==> src/rtl/rpm_pkg.sv <==
// ----------------------------------------------------------------------------
// rpm_pkg
// Types and constants shared by the reed pulse meter with tamper detection.
// ----------------------------------------------------------------------------
`default_nettype none

package rpm_pkg;

    // configuration register indexes
    localparam int CfgIdxWidth = 3;

    typedef enum logic [CfgIdxWidth-1:0] {
        CFG_PULSE_THRESHOLD = 3'd0,
        CFG_RELEASE_TICKS   = 3'd1,
        CFG_DETECT_TICKS    = 3'd2,
        CFG_REOPEN_DELAY    = 3'd3,
        CFG_TAMPER_LIMIT    = 3'd4
    } cfg_idx_t;

    // configuration reset values
    localparam logic [7:0] PulseThresholdRst = 8'd2;
    localparam logic [3:0] ReleaseTicksRst   = 4'd3;
    localparam logic [3:0] DetectTicksRst    = 4'd4;
    localparam logic [7:0] ReopenDelayRst    = 8'd10;
    localparam logic [7:0] TamperLimitRst    = 8'd5;

    // counter ceilings
    localparam logic [7:0] LowTicksMax   = 8'hFF;
    localparam logic [3:0] HighTicksMax  = 4'hF;
    localparam logic [7:0] TamperCntMax  = 8'hFF;

    // tamper display codes
    localparam logic [1:0] DISP_NONE   = 2'd0;
    localparam logic [1:0] DISP_INTERF = 2'd1;
    localparam logic [1:0] DISP_REPEAT = 2'd2;

    typedef struct packed {
        logic [7:0] pulse_threshold;
        logic [3:0] release_ticks;
        logic [3:0] tamper_detect_ticks;
        logic [7:0] reopen_delay_ticks;
        logic [7:0] tamper_limit;
    } cfg_t;

    typedef struct packed {
        logic a_read_first;
        logic a_read_second;
        logic b_read_first;
        logic b_read_second;
    } in_t;

    typedef struct packed {
        logic [31:0] volume_tenths;
        logic        volume_step;
        logic        a_active;
        logic        b_active;
        logic        valve_close;
        logic        valve_open;
        logic        tamper_active;
        logic [1:0]  tamper_display;
        logic [7:0]  tamper_count;
    } out_t;

    typedef struct packed {
        logic        a_latched;
        logic [7:0]  a_low_ticks;
        logic [3:0]  a_high_ticks;
        logic [7:0]  a_pulse_len;
        logic [3:0]  a_gap_len;
        logic        b_latched;
        logic [7:0]  b_low_ticks;
        logic [7:0]  b_pulse_len;
        logic [31:0] volume_total;
        logic [3:0]  both_low_run;
        logic        interference_latched;
        logic [7:0]  interference_count;
        logic        reopen_pending;
        logic [7:0]  reopen_timer;
        logic [1:0]  display_code;
        logic        tamper_flag;
    } state_t;

endpackage

`default_nettype wire

==> src/rtl/reed_pulse_meter_with_tamper.sv <==
// A tick request's result is registered and shows in the cycle after it is accepted.
// Throughput: one tick per cycle while m_ready holds; the meter state register feeds the
// tick logic straight back, and the result register frees as it is taken.
// Reset (aresetn, synchronous, active low): all meter state and counts clear,
// configuration returns to its default values, no result is pending.
// ----------------------------------------------------------------------------
// reed_pulse_meter_with_tamper
// Reed switch pulse meter with magnetic interference detection and valve
// control; one tick request in, one result out.
// ----------------------------------------------------------------------------
`default_nettype none

module reed_pulse_meter_with_tamper
    import rpm_pkg::*;
(
    input  wire logic                   aclk,
    input  wire logic                   aresetn,
    // tick requests
    input  wire logic                   s_valid,
    output logic                        s_ready,
    input  wire in_t                    s_data,
    // results
    output logic                        m_valid,
    input  wire logic                   m_ready,
    output out_t                        m_data,
    // configuration writes
    input  wire logic                   cfg_valid,
    output logic                        cfg_ready,
    input  wire logic [CfgIdxWidth-1:0] cfg_index,
    input  wire logic [7:0]             cfg_data
);

    cfg_t   cfg;
    state_t state_reg;
    state_t state_next;
    out_t   res;
    out_t   m_data_reg;
    logic   m_valid_reg;
    logic   accept;

    rpm_cfg u_cfg (
        .aclk      (aclk),
        .aresetn   (aresetn),
        .cfg_valid (cfg_valid),
        .cfg_ready (cfg_ready),
        .cfg_index (cfg_index),
        .cfg_data  (cfg_data),
        .cfg       (cfg)
    );

    rpm_step u_step (
        .cur  (state_reg),
        .tick (s_data),
        .cfg  (cfg),
        .nxt  (state_next),
        .res  (res)
    );

    // take a request whenever the result register is empty or draining
    assign s_ready = ~m_valid_reg | m_ready;
    assign accept  = s_valid & s_ready;
    assign m_valid = m_valid_reg;
    assign m_data  = m_data_reg;

    // meter state
    always_ff @(posedge aclk) begin
        if (!aresetn) begin
            state_reg <= '0;
        end else if (accept) begin
            state_reg <= state_next;
        end
    end

    // result register
    always_ff @(posedge aclk) begin
        if (!aresetn) begin
            m_valid_reg <= 1'b0;
        end else if (accept) begin
            m_valid_reg <= 1'b1;
        end else if (m_ready) begin
            m_valid_reg <= 1'b0;
        end
    end

    always_ff @(posedge aclk) begin
        if (accept) begin
            m_data_reg <= res;
        end
    end

endmodule

`default_nettype wire

==> src/rtl/rpm_cfg.sv <==
// ----------------------------------------------------------------------------
// rpm_cfg
// Configuration register bank, written through its own request channel.
// ----------------------------------------------------------------------------
`default_nettype none

module rpm_cfg
    import rpm_pkg::*;
(
    input  wire logic                   aclk,
    input  wire logic                   aresetn,
    input  wire logic                   cfg_valid,
    output logic                        cfg_ready,
    input  wire logic [CfgIdxWidth-1:0] cfg_index,
    input  wire logic [7:0]             cfg_data,
    output cfg_t                        cfg
);

    cfg_t cfg_reg;
    cfg_t cfg_next;

    // writes are always taken
    assign cfg_ready = 1'b1;
    assign cfg       = cfg_reg;

    // register decode, unknown indexes ignored
    always_comb begin
        cfg_next = cfg_reg;
        if (cfg_valid) begin
            case (cfg_idx_t'(cfg_index))
                CFG_PULSE_THRESHOLD: cfg_next.pulse_threshold     = cfg_data;
                CFG_RELEASE_TICKS:   cfg_next.release_ticks       = cfg_data[3:0];
                CFG_DETECT_TICKS:    cfg_next.tamper_detect_ticks = cfg_data[3:0];
                CFG_REOPEN_DELAY:    cfg_next.reopen_delay_ticks  = cfg_data;
                CFG_TAMPER_LIMIT:    cfg_next.tamper_limit        = cfg_data;
                default:             cfg_next = cfg_reg;
            endcase
        end
    end

    always_ff @(posedge aclk) begin
        if (!aresetn) begin
            cfg_reg.pulse_threshold     <= PulseThresholdRst;
            cfg_reg.release_ticks       <= ReleaseTicksRst;
            cfg_reg.tamper_detect_ticks <= DetectTicksRst;
            cfg_reg.reopen_delay_ticks  <= ReopenDelayRst;
            cfg_reg.tamper_limit        <= TamperLimitRst;
        end else begin
            cfg_reg <= cfg_next;
        end
    end

endmodule

`default_nettype wire

==> src/rtl/rpm_step.sv <==
// ----------------------------------------------------------------------------
// rpm_step
// Next-state and result logic for one tick: metering, volume, interference.
// ----------------------------------------------------------------------------
`default_nettype none

module rpm_step
    import rpm_pkg::*;
(
    input  state_t cur,
    input  in_t    tick,
    input  cfg_t   cfg,
    output state_t nxt,
    output out_t   res
);

    logic   a_low;
    logic   a_high;
    logic   b_low;
    logic   b_high;
    logic   step;
    logic   close_cmd;
    logic   open_cmd;
    state_t st;

    // qualified levels from the two debounce reads
    assign a_low  = ~tick.a_read_first & ~tick.a_read_second;
    assign a_high =  tick.a_read_first &  tick.a_read_second;
    assign b_low  = ~tick.b_read_first & ~tick.b_read_second;
    assign b_high =  tick.b_read_first &  tick.b_read_second;

    always_comb begin
        st        = cur;
        step      = 1'b0;
        close_cmd = 1'b0;
        open_cmd  = 1'b0;

        // channel a metering
        if (!st.a_latched && a_low) begin
            if (st.a_low_ticks != LowTicksMax) begin
                st.a_low_ticks = st.a_low_ticks + 8'd1;
            end
            if (st.a_low_ticks > cfg.pulse_threshold) begin
                st.a_latched = 1'b1;
            end
        end
        if (st.a_latched && a_high) begin
            if (st.a_high_ticks != HighTicksMax) begin
                st.a_high_ticks = st.a_high_ticks + 4'd1;
            end
            if (st.a_high_ticks > cfg.release_ticks) begin
                st.a_pulse_len  = st.a_low_ticks;
                st.a_low_ticks  = 8'd0;
                st.a_gap_len    = st.a_high_ticks;
                st.a_high_ticks = 4'd0;
                st.a_latched    = 1'b0;
            end
        end

        // channel b metering, released on first high
        if (!st.b_latched && b_low) begin
            if (st.b_low_ticks != LowTicksMax) begin
                st.b_low_ticks = st.b_low_ticks + 8'd1;
            end
            if (st.b_low_ticks > cfg.pulse_threshold) begin
                st.b_latched = 1'b1;
            end
        end
        if (st.b_latched && b_high) begin
            st.b_pulse_len = st.b_low_ticks;
            st.b_low_ticks = 8'd0;
            st.b_latched   = 1'b0;
        end

        // volume check on the stored pulse, gap, pulse sequence
        if (st.a_pulse_len >= cfg.pulse_threshold &&
            st.a_gap_len >= cfg.release_ticks &&
            st.b_pulse_len >= cfg.pulse_threshold) begin
            st.a_pulse_len  = 8'd0;
            st.a_gap_len    = 4'd0;
            st.b_pulse_len  = 8'd0;
            st.volume_total = st.volume_total + 32'd1;
            step            = 1'b1;
        end

        // interference detection on the first reads
        if (!tick.a_read_first && !tick.b_read_first && !st.interference_latched) begin
            st.both_low_run = st.both_low_run + 4'd1;
            if (st.both_low_run == cfg.tamper_detect_ticks) begin
                st.display_code         = DISP_INTERF;
                st.interference_latched = 1'b1;
                st.both_low_run         = 4'd0;
                close_cmd               = 1'b1;
                st.tamper_flag          = 1'b1;
                if (st.interference_count != TamperCntMax) begin
                    st.interference_count = st.interference_count + 8'd1;
                end
                if (st.interference_count >= cfg.tamper_limit) begin
                    st.display_code = DISP_REPEAT;
                end
            end
        end else begin
            st.both_low_run = 4'd0;
        end

        // interference release, blocked once the limit is reached
        if (st.interference_latched && (tick.a_read_first || tick.b_read_first) &&
            st.interference_count < cfg.tamper_limit) begin
            st.a_latched            = 1'b0;
            st.both_low_run         = 4'd0;
            st.reopen_pending       = 1'b1;
            st.interference_latched = 1'b0;
        end

        // reopen delay
        if (st.reopen_pending) begin
            st.reopen_timer = st.reopen_timer + 8'd1;
            if (st.reopen_timer == cfg.reopen_delay_ticks) begin
                st.reopen_timer   = 8'd0;
                st.reopen_pending = 1'b0;
                open_cmd          = 1'b1;
                if (st.display_code == DISP_INTERF) begin
                    st.display_code = DISP_NONE;
                end
                if (st.interference_count < cfg.tamper_limit) begin
                    st.tamper_flag = 1'b0;
                end
            end
        end
    end

    assign nxt = st;

    // result fields
    always_comb begin
        res.volume_tenths  = st.volume_total;
        res.volume_step    = step;
        res.a_active       = st.a_latched;
        res.b_active       = st.b_latched;
        res.valve_close    = close_cmd;
        res.valve_open     = open_cmd;
        res.tamper_active  = st.tamper_flag;
        res.tamper_display = st.display_code;
        res.tamper_count   = st.interference_count;
    end

endmodule

`default_nettype wire
==> config.mk <==
export PLATFORM = sky130hd
export DESIGN_NAME = reed_pulse_meter_with_tamper
export DESIGN_NICKNAME = d
export VERILOG_FILES = /design/src/rtl/rpm_pkg.sv /design/src/rtl/reed_pulse_meter_with_tamper.sv /design/src/rtl/rpm_cfg.sv /design/src/rtl/rpm_step.sv
export SDC_FILE = /design/constraint.sdc
export NUM_CORES = 1
export LEC_CHECK = 0
export BUFFER_PORTS_ARGS = -buffer_cell sky130_fd_sc_hd__buf_4
export CAP_MARGIN = 20
export CORE_MARGIN = 1
export CORE_UTILIZATION = 45
export CTS_CLUSTER_DIAMETER = 100
export CTS_CLUSTER_SIZE = 14
export DETAILED_ROUTE_END_ITERATION = 16
export SKIP_LAST_GASP = 1
export SLEW_MARGIN = 20
export SYNTH_ARGS = -nofsm -noshare
export SYNTH_HDL_FRONTEND = slang
export SYNTH_SLANG_ARGS = --single-unit
==> constraint.sdc <==
create_clock -name aclk -period 5.25 [get_ports aclk]
set_input_delay 0.2625 -clock aclk [delete_from_list [all_inputs] [get_ports aclk]]
set_output_delay 0.2625 -clock aclk [all_outputs]
set_load 0.01 [all_outputs]
==> Yosys cells after proc, flatten, opt, wreduce, memory -nomap -nowiden <==
Index checks and enable logic that the tools add are counted.
Widths: inputs -> output; s select.
{ "classes": {"n_addsub": 7, "n_lt_le_gt_ge": 8, "eq_ne": 11, "muxes": 36, "bitwise": 11, "reduce_logical": 25} }
{ "op_table": {"columns": ["op", "count"], "rows": [
  ["$mux 8", 7],
  ["$mux 25", 2],
  ["$mux 40", 1],
  ["$mux 12", 3],
  ["$add 32x1->32 const B", 1],
  ["$add 8x1->8 const B", 4],
  ["$mux 9", 3],
  ["$ge 8x8->1", 3],
  ["$ne 8x8->1 const B", 3],
  ["$mux 17", 1],
  ["$gt 8x8->1", 2],
  ["$reduce_and 2->1", 7],
  ["$mux 13", 1],
  ["$mux 4", 3],
  ["$logic_and 1x1->1", 10],
  ["$mux 1", 10],
  ["$add 4x1->4 const B", 2],
  ["$eq 8x8->1", 1],
  ["$lt 8x8->1", 1],
  ["$eq 3x2->1 const B", 2],
  ["$mux 3", 2],
  ["$and 1x1->1", 5],
  ["$logic_not 1->1", 5],
  ["$mux 5", 1],
  ["other kinds (13)", 18]
]} }
{ "totals": {"regBits": 180, "wordCells": 129} }

==> Longest topological paths before layout <==
Gate-level depths: netlist of run 1.
{ "depth": {"ltp_word": 16, "ltp_mapped": 23, "depth_no_buf": 19} }

==> Hierarchy <==
Synthesis of run 1 repeated with hierarchy kept, for this count alone.
{ "hier_totals": {"hier_cells": 1313, "area_unflattened_um2": 11481.0} }
{ "by_module_without_submodules": {"columns": ["module", "n_inst", "cells_each", "area_per_inst_um2", "seq_area_each_um2"], "rows": [
  ["reed_pulse_meter_with_tamper", 1, 482, 5540.3, 3443.3],
  ["rpm_step", 1, 706, 4669.5, 0.0],
  ["rpm_cfg", 1, 125, 1271.2, 640.6]
]} }

==> Least setup slack after synthesis of run 1 <==
Ideal clock, no wire load.
{ "synth_path": {"path_type": "register to register", "start": "register state_reg[86] (netlist name)", "end": "register m_data_reg (netlist bit m_data[33]), data pin", "setup_ns": 0.260, "arrival_time_ns": 4.243, "t_required_ns": 4.990, "path_slack_ns": 0.747, "path_stages_with_launch": 23, "n_path_buf": 4, "synth_period_minus_slack_ns": 4.503, "path_cell_list": "dfxtp_1 ha_1 nand3_1 mux2_2 ha_1 nor2b_1 o21a_1 o21ai_0 a211o_1 clkbuf_1 clkbuf_1 a21oi_1 ha_1 nand2b_1 a21o_1 a21oi_1 o21ai_0 nand3_1 inv_1 clkbuf_1 buf_2 nand2_1 xnor2_1"} }
{ "synth_lines": {"columns": ["item", "line_no", "text"], "rows": [
  ["from (decl)", "reed_pulse_meter_with_tamper.sv:34", "state_t state_reg;"],
  ["from (signal assigned)", "reed_pulse_meter_with_tamper.sv:70", "state_reg <= state_next;"],
  ["to (signal assigned)", "reed_pulse_meter_with_tamper.sv:87", "m_data_reg <= res;"],
  ["to (decl)", "reed_pulse_meter_with_tamper.sv:37", "out_t m_data_reg;"]
]} }

==> out/qor.json, run 1 <==
{
  "cts-buffers-inserted": {"value": 17},
  "io_pins": {"value": 71},
  "timing.critical_path.fanout_max": {"value": 21},
  "yosys.area.top_type": {"value": "sky130_fd_sc_hd__dfxtp_1"},
  "postCtsSetupRepairBufs": {"value": 0},
  "post-synth-top-area-fraction": {"value": 26.4, "unit": "%"},
  "worst_r2r_setup_slack": {"value": 0.39, "unit": "ns"},
  "timing.max_slew.rel_slack": {"value": 39.5, "unit": "%"},
  "final.setup.tns": {"value": 0, "unit": "ns"},
  "rr_worst_depth": {"value": 18},
  "fp.dieW": {"value": 151, "unit": "um"},
  "compound_gate_fraction_of_synth_area": {"value": 14.8, "unit": "%"},
  "total_leakage_power": {"value": 4.41, "unit": "nW"},
  "cts-htree-levels": {"value": 4},
  "cts_buffer_depth": {"value": 2},
  "finalWorstPathRequiredPeriod": {"value": 4.86, "unit": "ns"},
  "setup_violations": {"value": 0},
  "final_hold_violation_count": {"value": 0},
  "timing.setup.critical_path_class": {"value": "flip-flop to flip-flop"},
  "synthDistinctLibCells": {"value": 76},
  "core": {"value": 21800, "unit": "um^2"},
  "finalWeightedCongestion": {"value": 0.849},
  "mux_cell_area_share_after_synthesis": {"value": 3.54, "unit": "%"},
  "rr_startpoint": {"value": "state_reg[86]$_SDFFE_PN0P_"},
  "vdd_ir_drop_max": {"value": 0.238, "unit": "mV"},
  "drt_iter0_drc": {"value": 453},
  "synth-xor-area-share": {"value": 6.53, "unit": "%"},
  "hold_path.class": {"value": "primary input to flip-flop"},
  "grt_setup_unrepaired": {"value": "no"},
  "r2r-end": {"value": "m_data[21]$_DFFE_PP_"},
  "postRouteAntennaNets": {"value": 0},
  "cts.sink_count": {"value": 180},
  "synth.net_count": {"value": 1230},
  "timing.critical_path.to_type": {"value": "flip-flop"},
  "synth-adder-area-share": {"value": 7.75, "unit": "%"},
  "tritoncts": {"value": "built"},
  "synth_enable_flop_cells": {"value": 48},
  "final.setup_skew": {"value": 0.0133, "unit": "ns"},
  "post_syn_instances": {"value": 1148},
  "hold-path-endpoint": {"value": "m_valid$_SDFFE_PN0P_"},
  "grt_start_max_net_pins": {"value": 55},
  "cts_root_buffer": {"value": "sky130_fd_sc_hd__clkbuf_16"},
  "first_global_vias": {"value": 7600},
  "synth_seq_cells": {"value": 180},
  "chipHeight": {"value": 151, "unit": "um"},
  "timing.final.crit_share": {"value": 92.5, "unit": "%"},
  "power_per_cell_area": {"value": 260, "unit": "nW/um^2"},
  "row_count": {"value": 54},
  "synth_top_flop_cell": {"value": "sky130_fd_sc_hd__dfxtp_1"},
  "worstHoldStart": {"value": "s_valid"},
  "antenna_found_initial": {"value": 0},
  "drv_slew": {"value": 0},
  "max_cap_violations": {"value": 0},
  "first_pass_iters": {"value": 5},
  "synthToLayoutAreaGrowth": {"value": 13.3, "unit": "%"},
  "syn-mean-instance-area": {"value": 8.72, "unit": "um^2"},
  "worst-endpoint-required": {"value": 5.44, "unit": "ns"},
  "path_clk_slew": {"value": 0.07, "unit": "ns"},
  "maximum_clock_rate": {"value": 206, "unit": "MHz"},
  "final_core_utilization": {"value": 52.0, "unit": "%"},
  "outcome": {"value": "finished, final reports clean"},
  "synth_area": {"value": 10000, "unit": "um^2"},
  "n_antenna_cell": {"value": 0},
  "post_route_cells_drive_above_1_share": {"value": 12.9, "unit": "%"},
  "overflow": {"value": 0},
  "dr_vias": {"value": 8281},
  "synth_warnings": {"value": 0},
  "netlist_top_cells_area": {"value": "sky130_fd_sc_hd__dfxtp_1 (26%), sky130_fd_sc_hd__edfxtp_1 (14%), sky130_fd_sc_hd__ha_1 (7.7%)"},
  "hold_path_depth": {"value": 3},
  "detail_route.wl_per_cell": {"value": 16.0, "unit": "um"},
  "drt-total-wl": {"value": 23700, "unit": "um"},
  "yosysSeqAreaShare": {"value": 40.8, "unit": "%"},
  "postCtsResizedCells": {"value": 0},
  "vias_per_cell": {"value": 5.57},
  "track_usage": {"value": 21.8, "unit": "%"},
  "synth_top_family_by_area": {"value": "simple AND/OR/NAND/NOR gates"},
  "die_area": {"value": 22900, "unit": "um^2"},
  "clk_latency": {"value": 0.44, "unit": "ns"},
  "crit_path_start_kind": {"value": "flip-flop"},
  "port-buffer-count": {"value": 69},
  "nNetsFinal": {"value": 1276},
  "ys_async_sr_fraction": {"value": 0, "unit": "%"},
  "grt_first_pass_wirelength": {"value": 39100, "unit": "um"},
  "postCtsHoldBufs": {"value": 0},
  "hpwlAfterDp": {"value": 16500, "unit": "um"},
  "largest_reg_flops": {"value": 99},
  "timing_worst_slew_pin_value": {"value": 0.907, "unit": "ns"},
  "initial_core_utilization": {"value": 45.9, "unit": "%"},
  "post-route-drc-count": {"value": 0},
  "fill_cells": {"value": 2094},
  "yosys.area_share.simple": {"value": 22.7, "unit": "%"},
  "worst-endpoint-arrival": {"value": 5.05, "unit": "ns"}
}
per-layer routing:
metal | vias up | global-route usage (%) | part of all wire, %
met2 | 156 | 35.7 | 46
met3 | 20 | 2.98 | 3.4
met5 | - | 0 | 0
met4 | 0 | 5.50 | 1.0
met1 | 3902 | 30.1 | 50
li1 | 4203 | - | -
cell usage in the layout (no fill, tap or decap), drive strengths merged, types with 4 or more instances in the layout:
cell type,count
a32oi,5
and3,17
and4,4
or2,5
o21a,15
inv,39
clkinv,9
a22oi,6
o211ai,9
clkbuf,17
edfxtp,48
nand3,66
xnor2,44
nor3,23
ha,62
nor2b,9
a21oi,103
o21ai,53
mux2,19
or3,25
nor4,11
dfxtp,132
nand2b,9
nor3b,5
a21o,11
buf,83
a211oi,4
nand3b,5
o31ai,11
nand2,152
nor2,97
and2,5
a31oi,5
mux2i,14
nand4,20
or4,6
xor2,28
through the flow:
stage          setup slack (ns)  hold slack (ns)  area (um^2)  total power, W  instances
3_3_place_gp              0.294            0.434        10700         0.00167       1455
5_1_grt                  0.0215           0.0887        11300         0.00305       1487
3_5_place_dp              0.155            0.443        10700         0.00167       1455
6_report                  0.391           0.0735        11300         0.00295       1487
4_1_cts                   0.127           0.0624        11300         0.00297       1487
2_1_floorplan             0.747            0.385        10000         0.00159       1148
worst max-delay path by stage:
| stage | to | depth (start not counted) | slack, ns | from |
|---|---|---|---|---|
| global route | m_data[21]$_DFFE_PP_ | 18 | 0.02 | state_reg[86]$_SDFFE_PN0P_ |
| floorplan | m_data[33]$_DFFE_PP_ | 22 | 0.75 | state_reg[86]$_SDFFE_PN0P_ |
| global placement | m_data[21]$_DFFE_PP_ | 18 | 0.29 | state_reg[86]$_SDFFE_PN0P_ |
| CTS | m_data[21]$_DFFE_PP_ | 18 | 0.13 | state_reg[86]$_SDFFE_PN0P_ |
| finish | m_data[21]$_DFFE_PP_ | 18 | 0.39 | state_reg[86]$_SDFFE_PN0P_ |
| detailed placement | m_data[21]$_DFFE_PP_ | 18 | 0.16 | state_reg[86]$_SDFFE_PN0P_ |
final cells by class:
cell class,count,area (um^2),share of cell area [%]
Multi-Input combinational cell,876,5550,48.9
Timing Repair Buffer,83,623,5.49
Clock inverter,15,170,1.50
Tap cell,280,350,3.09
Sequential cell,180,4080,36.0
Clock buffer,17,425,3.75
Inverter,36,139,1.22
worst max-delay path, cell delays in order (launching register included):
cell,delay (ns)
sky130_fd_sc_hd__dfxtp_1,0.34
sky130_fd_sc_hd__ha_1,0.24
sky130_fd_sc_hd__nand3_1,0.13
sky130_fd_sc_hd__mux2_2,0.37
sky130_fd_sc_hd__ha_1,0.29
sky130_fd_sc_hd__nor2b_1,0.13
sky130_fd_sc_hd__o21a_1,0.16
sky130_fd_sc_hd__o21ai_0,0.27
sky130_fd_sc_hd__a211o_4,0.33
sky130_fd_sc_hd__mux2_2,0.38
sky130_fd_sc_hd__ha_1,0.28
sky130_fd_sc_hd__a21o_1,0.10
sky130_fd_sc_hd__a21oi_1,0.08
sky130_fd_sc_hd__o21ai_0,0.36
sky130_fd_sc_hd__nand3_1,0.33
sky130_fd_sc_hd__inv_1,0.27
sky130_fd_sc_hd__buf_4,0.27
sky130_fd_sc_hd__nand4_1,0.14
sky130_fd_sc_hd__xnor2_1,0.14
kinds of logic (layout without fill, tap and decap cells):
group / after synthesis / in the layout
buf+inv: 92 / 151
other cells: 1 / 1
compound gates: 245 / 245
simple gates: 462 / 462
xor+xnor: 73 / 73
flops: 180 / 180
mux: 33 / 33
fa+ha+maj: 62 / 62
cell usage after synthesis (all sizes together) (3+ instances only):
cell,number
a31oi,5
o22ai,3
o31ai,11
nand2b,9
nand3b,5
o211ai,9
or2,5
a21oi,103
a21o,11
a22oi,6
clkbuf,44
dfxtp,132
nor4,11
xnor2,44
nand3,66
nand4,20
nor3,23
a32oi,5
nor2b,9
ha,62
nand2,152
mux2,19
mux2i,14
o21a,15
buf,12
nor2,97
nor3b,5
xor2,28
and4,4
and2,5
or4,6
a211oi,4
edfxtp,48
and3,17
a2111oi,3
inv,35
or3,25
o21ai,53
report_power, final:
part / leakage [nW] / internal [W] / switching (W)
Clock: 0.292 / 0.000715 / 0.000594
Sequential: 1.54 / 0.00145 / 0.0000131
Combinational: 2.58 / 0.0000647 / 0.000113
Power figures use the tool's default switching activity.
==> inputs of run 2 (changes only) <==
==> constraint.sdc (replaced) <==
create_clock -name aclk -period 5.25 [get_ports aclk]
set_input_delay 0.7875 -clock aclk [delete_from_list [all_inputs] [get_ports aclk]]
set_output_delay 0.7875 -clock aclk [all_outputs]
set_load 0.01 [all_outputs]
==> run 2 against run 1 <==
Effect of this change:
- setup slack better by 0.050 ns
- non-clock buffer count is 2 higher
- clock skew is 0.0015 ns lower
- largest cell class unchanged
==> out/qor.json, run 2 (synthesis results as in run 1) <==
{
  "overflow": {"value": 0, "change": "unchanged"},
  "outcome": {"value": "finished, final reports clean", "change": "unchanged"},
  "grt_setup_unrepaired": {"value": "no", "change": "unchanged"},
  "timing.critical_path.fanout_max": {"value": 12, "change": "was 21"},
  "first_pass_iters": {"value": 5, "change": "unchanged"},
  "largest_reg_flops": {"value": 99, "change": "unchanged"},
  "timing.max_slew.rel_slack": {"value": 30.6, "unit": "%", "change": "was 39.5%"},
  "setup_violations": {"value": 0, "change": "unchanged"},
  "post_route_cells_drive_above_1_share": {"value": 13.2, "unit": "%", "change": "was 12.9%"},
  "drt-total-wl": {"value": 23700, "unit": "um", "change": "about the same"},
  "timing_worst_slew_pin_value": {"value": 1.04, "unit": "ns", "change": "was 0.907 ns"},
  "timing.critical_path.mode_cell": {"value": "sky130_fd_sc_hd__o21ai_0", "change": "was sky130_fd_sc_hd__ha_1"},
  "dr_vias": {"value": 8213, "change": "was 8281"},
  "place_worst_setup_slack": {"value": 0.334, "unit": "ns", "change": "was 0.155 ns"},
  "maximum_clock_rate": {"value": 208, "unit": "MHz", "change": "was 206 MHz"},
  "timing.critical_path.to_type": {"value": "flip-flop", "change": "unchanged"},
  "track_usage": {"value": 21.5, "unit": "%", "change": "was 21.8%"},
  "cts_root_buffer": {"value": "sky130_fd_sc_hd__clkbuf_16", "change": "unchanged"},
  "finish.cell_count_without_fillers": {"value": 1489, "change": "was 1487"},
  "cts-htree-levels": {"value": 4, "change": "unchanged"},
  "initial_core_utilization": {"value": 45.9, "unit": "%", "change": "unchanged"},
  "total_leakage_power": {"value": 4.42, "unit": "nW", "change": "was 4.41 nW"},
  "worst-endpoint-required": {"value": 5.59, "unit": "ns", "change": "was 5.44 ns"},
  "final.setup.tns": {"value": 0, "unit": "ns", "change": "unchanged"},
  "antenna_found_initial": {"value": 0, "change": "unchanged"},
  "finalWeightedCongestion": {"value": 0.836, "change": "was 0.849"},
  "drt_iter0_drc": {"value": 507, "change": "was 453"},
  "tritoncts": {"value": "built", "change": "unchanged"},
  "io_pins": {"value": 71, "change": "unchanged"},
  "final.setup_skew": {"value": 0.0118, "unit": "ns", "change": "was 0.0133 ns"},
  "postCtsHoldBufs": {"value": 0, "change": "unchanged"},
  "final_core_utilization": {"value": 52.0, "unit": "%", "change": "about the same"},
  "port-buffer-count": {"value": 69, "change": "unchanged"},
  "power_per_cell_area": {"value": 258, "unit": "nW/um^2", "change": "was 260 nW/um^2"},
  "worst_r2r_setup_slack": {"value": 0.44, "unit": "ns", "change": "was 0.39 ns"},
  "cts.sink_count": {"value": 180, "change": "unchanged"},
  "cts-buffers-inserted": {"value": 17, "change": "unchanged"},
  "detail_route.wl_per_cell": {"value": 15.9, "unit": "um", "change": "was 16.0 um"},
  "hpwlAfterDp": {"value": 16600, "unit": "um", "change": "was 16500 um"},
  "postRouteAntennaNets": {"value": 0, "change": "unchanged"},
  "first_global_vias": {"value": 7489, "change": "was 7600"},
  "dpl.cell_count": {"value": 1457, "change": "was 1455"},
  "drv_slew": {"value": 0, "change": "unchanged"},
  "p_total": {"value": 0.00293, "unit": "W", "change": "was 0.00295 W"},
  "synthToLayoutAreaGrowth": {"value": 13.4, "unit": "%", "change": "was 13.3%"},
  "max_stage_delay": {"value": 0.51, "unit": "ns", "change": "was 0.38 ns"},
  "core": {"value": 21800, "unit": "um^2", "change": "unchanged"},
  "grt_first_pass_wirelength": {"value": 38500, "unit": "um", "change": "was 39100 um"},
  "cts_buffer_depth": {"value": 2, "change": "unchanged"},
  "post-route-drc-count": {"value": 0, "change": "unchanged"},
  "grt_start_max_net_pins": {"value": 84, "change": "was 55"},
  "critPathSlowestCell": {"value": "sky130_fd_sc_hd__or4_1", "change": "was sky130_fd_sc_hd__mux2_2"},
  "timing.final.ws_setup": {"value": 0.441, "unit": "ns", "change": "was 0.391 ns"},
  "hold_path.class": {"value": "flip-flop to flip-flop", "change": "was primary input to flip-flop"},
  "timing.setup.critical_path_class": {"value": "flip-flop to flip-flop", "change": "unchanged"},
  "rr_startpoint": {"value": "state_reg[86]$_SDFFE_PN0P_", "change": "unchanged"},
  "r2r-end": {"value": "state_reg[82]$_SDFFE_PN0P_", "change": "was m_data[21]$_DFFE_PP_"},
  "vias_per_cell": {"value": 5.52, "change": "was 5.57"},
  "finalWorstPathRequiredPeriod": {"value": 4.81, "unit": "ns", "change": "was 4.86 ns"},
  "cp-startpoint": {"value": "state_reg[86]$_SDFFE_PN0P_", "change": "unchanged"},
  "chipHeight": {"value": 151, "unit": "um", "change": "unchanged"},
  "final_hold_violation_count": {"value": 0, "change": "unchanged"},
  "worst-endpoint-arrival": {"value": 5.15, "unit": "ns", "change": "was 5.05 ns"},
  "n_antenna_cell": {"value": 0, "change": "unchanged"},
  "nNetsFinal": {"value": 1278, "change": "was 1276"},
  "die_area": {"value": 22900, "unit": "um^2", "change": "unchanged"},
  "vdd_ir_drop_max": {"value": 0.207, "unit": "mV", "change": "was 0.238 mV"},
  "clk_latency": {"value": 0.43, "unit": "ns", "change": "was 0.44 ns"},
  "mostFrequentLayoutCells": {"value": "sky130_fd_sc_hd__nand2_1 (151), sky130_fd_sc_hd__dfxtp_1 (132), sky130_fd_sc_hd__a21oi_1 (103), sky130_fd_sc_hd__nor2_1 (96), sky130_fd_sc_hd__buf_4 (85)", "change": "was sky130_fd_sc_hd__nand2_1 (151), sky130_fd_sc_hd__dfxtp_1 (132), sky130_fd_sc_hd__a21oi_1 (103), sky130_fd_sc_hd__nor2_1 (96), sky130_fd_sc_hd__buf_4 (83)"},
  "path_clk_slew": {"value": 0.07, "unit": "ns", "change": "about the same"},
  "critical_path.endpoint": {"value": "state_reg[82]$_SDFFE_PN0P_", "change": "was m_data[21]$_DFFE_PP_"},
  "fp.dieW": {"value": 151, "unit": "um", "change": "unchanged"},
  "final_common_cell": {"value": "sky130_fd_sc_hd__nand2_1", "change": "unchanged"},
  "timing.final.crit_share": {"value": 91.6, "unit": "%", "change": "was 92.5%"},
  "rr_worst_depth": {"value": 19, "change": "was 18"},
  "timing.critical_path.cells": {"value": "ha_1, nand3_1, mux2_2, ha_1, nor2b_1, o21a_1, o21ai_0, a211o_2, buf_4, o21ai_0, ha_1, o21a_1, o21ai_0, nor4b_1, o21ai_0, nand3_2, inv_1, or4_1, a31oi_1", "change": "was ha_1, nand3_1, mux2_2, ha_1, nor2b_1, o21a_1, o21ai_0, a211o_4, mux2_2, ha_1, a21o_1, a21oi_1, o21ai_0, nand3_1, inv_1, buf_4, nand4_1, xnor2_1"},
  "crit_path_start_kind": {"value": "flip-flop", "change": "unchanged"},
  "row_count": {"value": 54, "change": "unchanged"},
  "max_cap_violations": {"value": 0, "change": "unchanged"}
}
[run 2: worst min path at each step]
stage | depth (start not counted) | from | endpoint | slack (ns)
2_1_floorplan | 2 | state_reg[58]$_SDFFE_PN0P_ | state_reg[58]$_SDFFE_PN0P_ | 0.43
3_3_place_gp | 2 | state_reg[58]$_SDFFE_PN0P_ | state_reg[58]$_SDFFE_PN0P_ | 0.44
3_5_place_dp | 2 | state_reg[60]$_SDFFE_PN0P_ | state_reg[60]$_SDFFE_PN0P_ | 0.44
4_1_cts | 2 | state_reg[84]$_SDFFE_PN0P_ | state_reg[84]$_SDFFE_PN0P_ | 0.45
5_1_grt | 2 | state_reg[84]$_SDFFE_PN0P_ | state_reg[84]$_SDFFE_PN0P_ | 0.47
6_report | 2 | state_reg[62]$_SDFFE_PN0P_ | state_reg[62]$_SDFFE_PN0P_ | 0.45
[run 2: stage by stage]
step                      hold slack, ns  area (um^2)
after floorplan                    0.428        10000
after global placement             0.435        10800
after detailed placement           0.445        10800
after CTS                          0.454        11300
after global routing               0.472        11400
final                              0.452        11400
[run 2: timing repair]
item,in CTS,in global routing
endpoints found under the setup margin,0,2
resized for setup,0,2
setup buffers,0,0
[run 2: critical path: cells and delay by family, from the launching register on]
kind / cells / cell delay [ns]
buffers and inverters: 2 / 0.36
adders and majority gates: 3 / 0.81
muxes: 1 / 0.37
DFF: 1 / 0.35
and+or+nand+nor: 5 / 1.32
AOI/OAI and AO/OA: 8 / 1.50
[run 2: final cells by class]
cell class                      count  area [um^2]
Fill cell                        2076        10500
Multi-Input combinational cell    876         5550
Sequential cell                   180         4080
Timing Repair Buffer               85          638
Clock buffer                       18          439
Tap cell                          280          350
Clock inverter                     14          154
Inverter                           36          139
[run 2: routing by layer]
metal | wire length, um | global-route usage [%]
met4 | 397 | 6.70
met5 | 0 | 0
met2 | 10800 | 34.7
met3 | 753 | 2.71
met1 | 11700 | 29.8
[run 2: where the power goes]
group / internal (W) / switching, W / leakage (nW)
registers: 0.00145 / 0.0000131 / 1.54
logic: 0.0000653 / 0.000114 / 2.59
clock network: 0.000721 / 0.000570 / 0.294
